File: src/hw/rtl/oled_page_framebuffer_refresh_core_macros.svh
// Assertion macros shared by the frame store refresh core
`ifndef OLED_PAGE_FRAMEBUFFER_REFRESH_CORE_MACROS_SVH
`define OLED_PAGE_FRAMEBUFFER_REFRESH_CORE_MACROS_SVH

// Same-cycle implication, disabled while reset is asserted
`define OPFR_ASSERT_NOW(label, clk, rst_n, ante, cons) \
	label: assert property (@(posedge clk) disable iff (!rst_n) (ante) |-> (cons)) \
		else $error("opfr: same-cycle check failed");

// Next-cycle implication, disabled while reset is asserted
`define OPFR_ASSERT_NEXT(label, clk, rst_n, ante, cons) \
	label: assert property (@(posedge clk) disable iff (!rst_n) (ante) |=> (cons)) \
		else $error("opfr: next-cycle check failed");

`endif

File: src/hw/rtl/opfr_pkg.sv
// Package: constants, codes and shared types of the frame store refresh core
`default_nettype none
package opfr_pkg;

	localparam int COLUMNS_DEF   = 128;
	localparam int PAGES_DEF     = 8;
	localparam int ROWS_PER_PAGE = 8;
	localparam int CMD_SLOTS     = 3;

	localparam logic [7:0] CMD_PAGE_BASE = 8'hB0;
	localparam logic [7:0] CMD_COL_LOW   = 8'h00;
	localparam logic [7:0] CMD_COL_HIGH  = 8'h10;
	localparam logic [7:0] PIX_TOP_MASK  = 8'h80;

	// Operation codes of an input transaction
	typedef enum logic [1:0] {
		OP_TICK    = 2'd0,
		OP_DRAW    = 2'd1,
		OP_CLEAR   = 2'd2,
		OP_REFRESH = 2'd3
	} op_t;

	// Controller to datapath commands
	typedef struct packed {
		logic ready;
		logic accept;
		logic exec;
		logic clr_run;
	} ctrl_cmd_t;

	// Datapath to controller status
	typedef struct packed {
		logic out_free;
		logic clr_last;
		logic clear_op;
	} dp_stat_t;

endpackage
`default_nettype wire

File: src/hw/rtl/opfr_ctrl.sv
// Controller: sequences accept, execute and store clearing sweeps
`default_nettype none
module opfr_ctrl (
	input  wire logic                 clk,
	input  wire logic                 arst_n,
	input  wire logic                 in_valid,
	input  wire opfr_pkg::dp_stat_t   stat,
	output opfr_pkg::ctrl_cmd_t       cmd
);
	import opfr_pkg::*;

	typedef enum logic [2:0] {
		ST_IDLE  = 3'b001,
		ST_EXEC  = 3'b010,
		ST_CLEAR = 3'b100
	} state_t;

	state_t state_q, state_nxt;

	// Commands: take a transaction only when idle and the result slot is free
	always_comb begin
		cmd.ready   = (state_q == ST_IDLE) && stat.out_free;
		cmd.accept  = cmd.ready && in_valid;
		cmd.exec    = (state_q == ST_EXEC);
		cmd.clr_run = (state_q == ST_CLEAR);
	end

	// Next state
	always_comb begin
		state_nxt = state_q;
		case (state_q)
			ST_IDLE: begin
				if (cmd.accept) begin
					state_nxt = ST_EXEC;
				end
			end
			ST_EXEC: begin
				state_nxt = stat.clear_op ? ST_CLEAR : ST_IDLE;
			end
			ST_CLEAR: begin
				if (stat.clr_last) begin
					state_nxt = ST_IDLE;
				end
			end
			default: state_nxt = ST_CLEAR;
		endcase
	end

	// Reset starts with a sweep that blanks the store
	always_ff @(posedge clk or negedge arst_n) begin
		if (!arst_n) begin
			state_q <= ST_CLEAR;
		end else begin
			state_q <= state_nxt;
		end
	end

endmodule
`default_nettype wire

File: config.mk
export PLATFORM = sky130hd
export DESIGN_NAME = opfr_ctrl
export DESIGN_NICKNAME = d
export VERILOG_FILES = /design/src/hw/rtl/oled_page_framebuffer_refresh_core_macros.svh /design/src/hw/rtl/opfr_pkg.sv /design/src/hw/rtl/opfr_ctrl.sv
export SDC_FILE = /design/constraint.sdc
export NUM_CORES = 1
export LEC_CHECK = 0
export BUFFER_PORTS_ARGS = -buffer_cell sky130_fd_sc_hd__buf_4
export CAP_MARGIN = 20
export CORE_AREA = 2 2 39 41
export DETAILED_ROUTE_END_ITERATION = 16
export DIE_AREA = 0 0 41 43
export MAX_ROUTING_LAYER = met4
export SLEW_MARGIN = 25
export SYNTH_ARGS = -nofsm -noshare
export SYNTH_HDL_FRONTEND = slang
export SYNTH_SLANG_ARGS = --single-unit
File: constraint.sdc
create_clock -name clk -period 2.3 [get_ports clk]
set_clock_uncertainty 0.1 [all_clocks]
set_input_delay 0.115 -clock clk [delete_from_list [all_inputs] [get_ports clk]]
set_output_delay 0.115 -clock clk [all_outputs]
set_load 0.005 [all_outputs]
==> run summary <==
After clock tree synthesis, the setup repair step added 0 buffers. The global-route congestion overflow total is 0, and the CTS sink count is 3. The final instance area is 285.3 sq um, and the flop-to-flop setup slack is 1.19 ns.

The critical path crosses 3 cells after its start point. The count of nets left with antenna violations once routing finished came out at 0. The tools report the capturing point of the worst reg2reg path as state_q[0].

TritonCTS created 3 clock buffers. The DRC violations left was 0. Highest-delay cell along the critical path: dfrtp_1.

The deepest level of the CTS H-tree was 1; the number of global-route vias before repair was 147. The tools report the critical path required time as 2.09 ns. The critical path starts at state_q[1]. The quantity of gates resized following cts was 0. The logs give 0.1409 nW for the leakage power and 35 for the net count reported at finish. The sequential share of the synthesized area came out at 0.4729. The maximum clock insertion buffer count was 2. The final-report hold violation count is 0. The kind of cell with the highest combined delay along the critical path is simple AND/OR/NAND/NOR gates. For the pin with the worst max-slew slack, the measured transition is 0.3573 ns. Arrival time of the worst setup path: 1.21 ns. The worst register-to-register path begins at state_q[2]. The core region is 0.001384 sq mm.

The synthesized area per cell is 11.53 sq um, and the post-synthesis instance area is 161.4 sq um. The height of the die works out to 43 um. The initial standard-cell utilization of the core is 0.1166, and the critical path buffer and inverter count is 1.

After routing, the total negative slack on setup checks comes to 0 ns. Floorplan row count: 14. Before CTS, the worst setup slack after placement is 1.102 ns. Based on the critical path, the design can be clocked at up to 0.6999 GHz. After filler insertion, the fill cell instance count of the layout stands at 160.

Port buffering added 9 buffers. The congestion estimate from routability-driven global placement came to 0.6605. Total iterations of the first detailed-routing run: 1. Root cell of the clock tree: clkbuf_4. The worst-case IR drop observed on VDD is 0.2027 mV.

Post-cts hold buffer count: 1. More flip-flops sit in one register than any other, and that register is state_q. After detailed routing, the number of vias per cell comes to 3.386. 0 antenna diodes ended up in the layout.

The per-cell routed wire length works out to 7.955 um. The worst setup path is of the reg2out kind. The first routing iteration left 0 violations.

In this design, the stage delay of the slowest critical-path cell is 0.40 ns. The final hold slack is 0.04320 ns, and the total power divided by cell area is 957.2 mW/mm^2. The ratio of cells with drive above 1 in the final layout is 0.5000, and the post-synthesis cell count is 14. The worst max-slew margin expressed relative to the limit was 0.7585; the clock slew at the register clock pins of the worst setup and hold paths was 0.03 ns. In this run the cell area measured after placement is 249.0 sq um. Summed over all nets, the half-perimeter wirelength after detailed placement is 266.2 um. The most critical setup path has its endpoint at cmd[2]. The run gives 0.06598 as the overall global routing resource usage. For the multi-input combinational cell area, the log shows 85.08 sq um. The die covers 0.001763 sq mm. The overall die width was 41 um. The worst setup path is captured at an output port. The first-pass GRT wire length was 627 um.

The initial antenna violation count came out at 0. The signal on the critical path passes through nor3b_2 -> and3_1 -> buf_4. The finished layout holds 44 standard cells, fillers aside.

Entering global routing, the biggest net connects 6 pins. Setup repair after global routing left no endpoint under its margin. The flip-flop and latch count after synthesis is 3, and the sequential cell area is 76.32 sq um.

Compared with the post-synthesis result, the final layout area differs by 76.74%. The tools report the final-report max-slew violation count as 0. In the final layout, the registers with the most flip-flops are state_q: 3 flops. The tool flagged a number of max-cap violations equal to 0. The worst min-delay path category was in2reg. Setup slack closes at 0.8713 ns.

The count of final setup violators was 0; the shortest clock period the worst path allows after layout was 1.429 ns. Final worst-path cycle share: 0.6212. The run gives 20 as the net count after synthesis.

TritonCTS built the clock tree. The maximum fanout along the worst path was 5; the total vias in the final route was 149. Summed over all layers, the routed wires come to 350 um. The flip-flop count of the largest register after layout works out to 3. The number of unique standard cell types used by synthesis was 11. For this design the top-level I/O count stands at 10.

The flow ran to the end, and the final reports show no timing, DRC or antenna violations. In this run the most critical hold path is launched from stat[2]. Counting cells, the worst reg-to-reg path comes to 2. At the later pin of the worst-skew pair, clock insertion delay measures 0.23 ns. The cell count after placement came out at 39. For the number of warnings printed during yosys synthesis, the log shows 0. The kind of start point of the critical path is a register.
[cell usage in the layout, fill, tap and decap left out, drive strengths merged]
cell type / Yosys / layout
buf: 0 / 9
and4bb: 1 / 1
nor3b: 3 / 3
dfstp: 1 / 1
dlygate4sd3: 0 / 1
dfrtp: 2 / 2
and3: 2 / 2
clkbuf: 0 / 4
nand2: 1 / 1
nor4b: 1 / 1
and2: 1 / 1
a211o: 1 / 1
nor3: 1 / 1
[logic make-up (layout without fill, tap and decap cells)]
logic type / Yosys count / after routing / share of synthesized area
and+or+nand+nor: 10 / 10 / 0.4728
AOI/OAI and AO/OA: 1 / 1 / 0.05427
DFF: 3 / 3 / 0.4729
buffers and inverters: 0 / 14 / 0
[per-stage QoR]
stage | util | total power, mW
6_report | 0.2061 | 0.2731
5_1_grt | 0.2061 | 0.3064
4_1_cts | 0.2061 | 0.2811
3_5_place_dp | 0.1799 | 0.1829
3_3_place_gp | 0.1799 | 0.1815
2_1_floorplan | - | 0.1408
[worst min-delay path by stage]
stage	endpoint	slack, ns	depth (start not counted)
after floorplan	state_q[0]	-0.28	0
after global placement	state_q[1]	-0.19	1
after detailed placement	state_q[0]	-0.19	1
after CTS	state_q[1]	0.03	2
after global routing	state_q[1]	0.05	2
final	state_q[1]	0.04	2
[cell usage after synthesis]
cell type / number / area share
nor4b_1: 1 / 0.054
and2_1: 1 / 0.039
and4bb_1: 1 / 0.078
nand2_1: 1 / 0.023
a211o_1: 1 / 0.054
nor3b_2: 1 / 0.078
dfstp_2: 1 / 0.16
dfrtp_1: 2 / 0.31
nor3_1: 1 / 0.031
nor3b_1: 2 / 0.093
and3_1: 2 / 0.078
[layer usage]
layer / track usage / wire length (um) / vias up
li1: - / - / 81
met1: 0.07443 / 167 / 57
met2: 0.05313 / 121 / 9
met3: 0.04712 / 49 / 2
met4: 0.1000 / 12 / 0
met5: - / 0 / -
[final cells by class]
type                       count  area share
clock buffer                   4     0.09211
multi-input combinational     11      0.2982
sequential                     3      0.2675
tap                           16     0.07018
timing repair buffer          10      0.2719
[power by group]
part	internal, mW	switching [mW]	total [mW]	leakage (nW)
registers	0.0775	0.0203	0.0978	0.0371
clock network	0.0649	0.0259	0.0908	0.0150
logic	0.0553	0.0291	0.0844	0.0888
total	0.198	0.0754	0.273	0.141
Power figures use the tool's default switching activity.
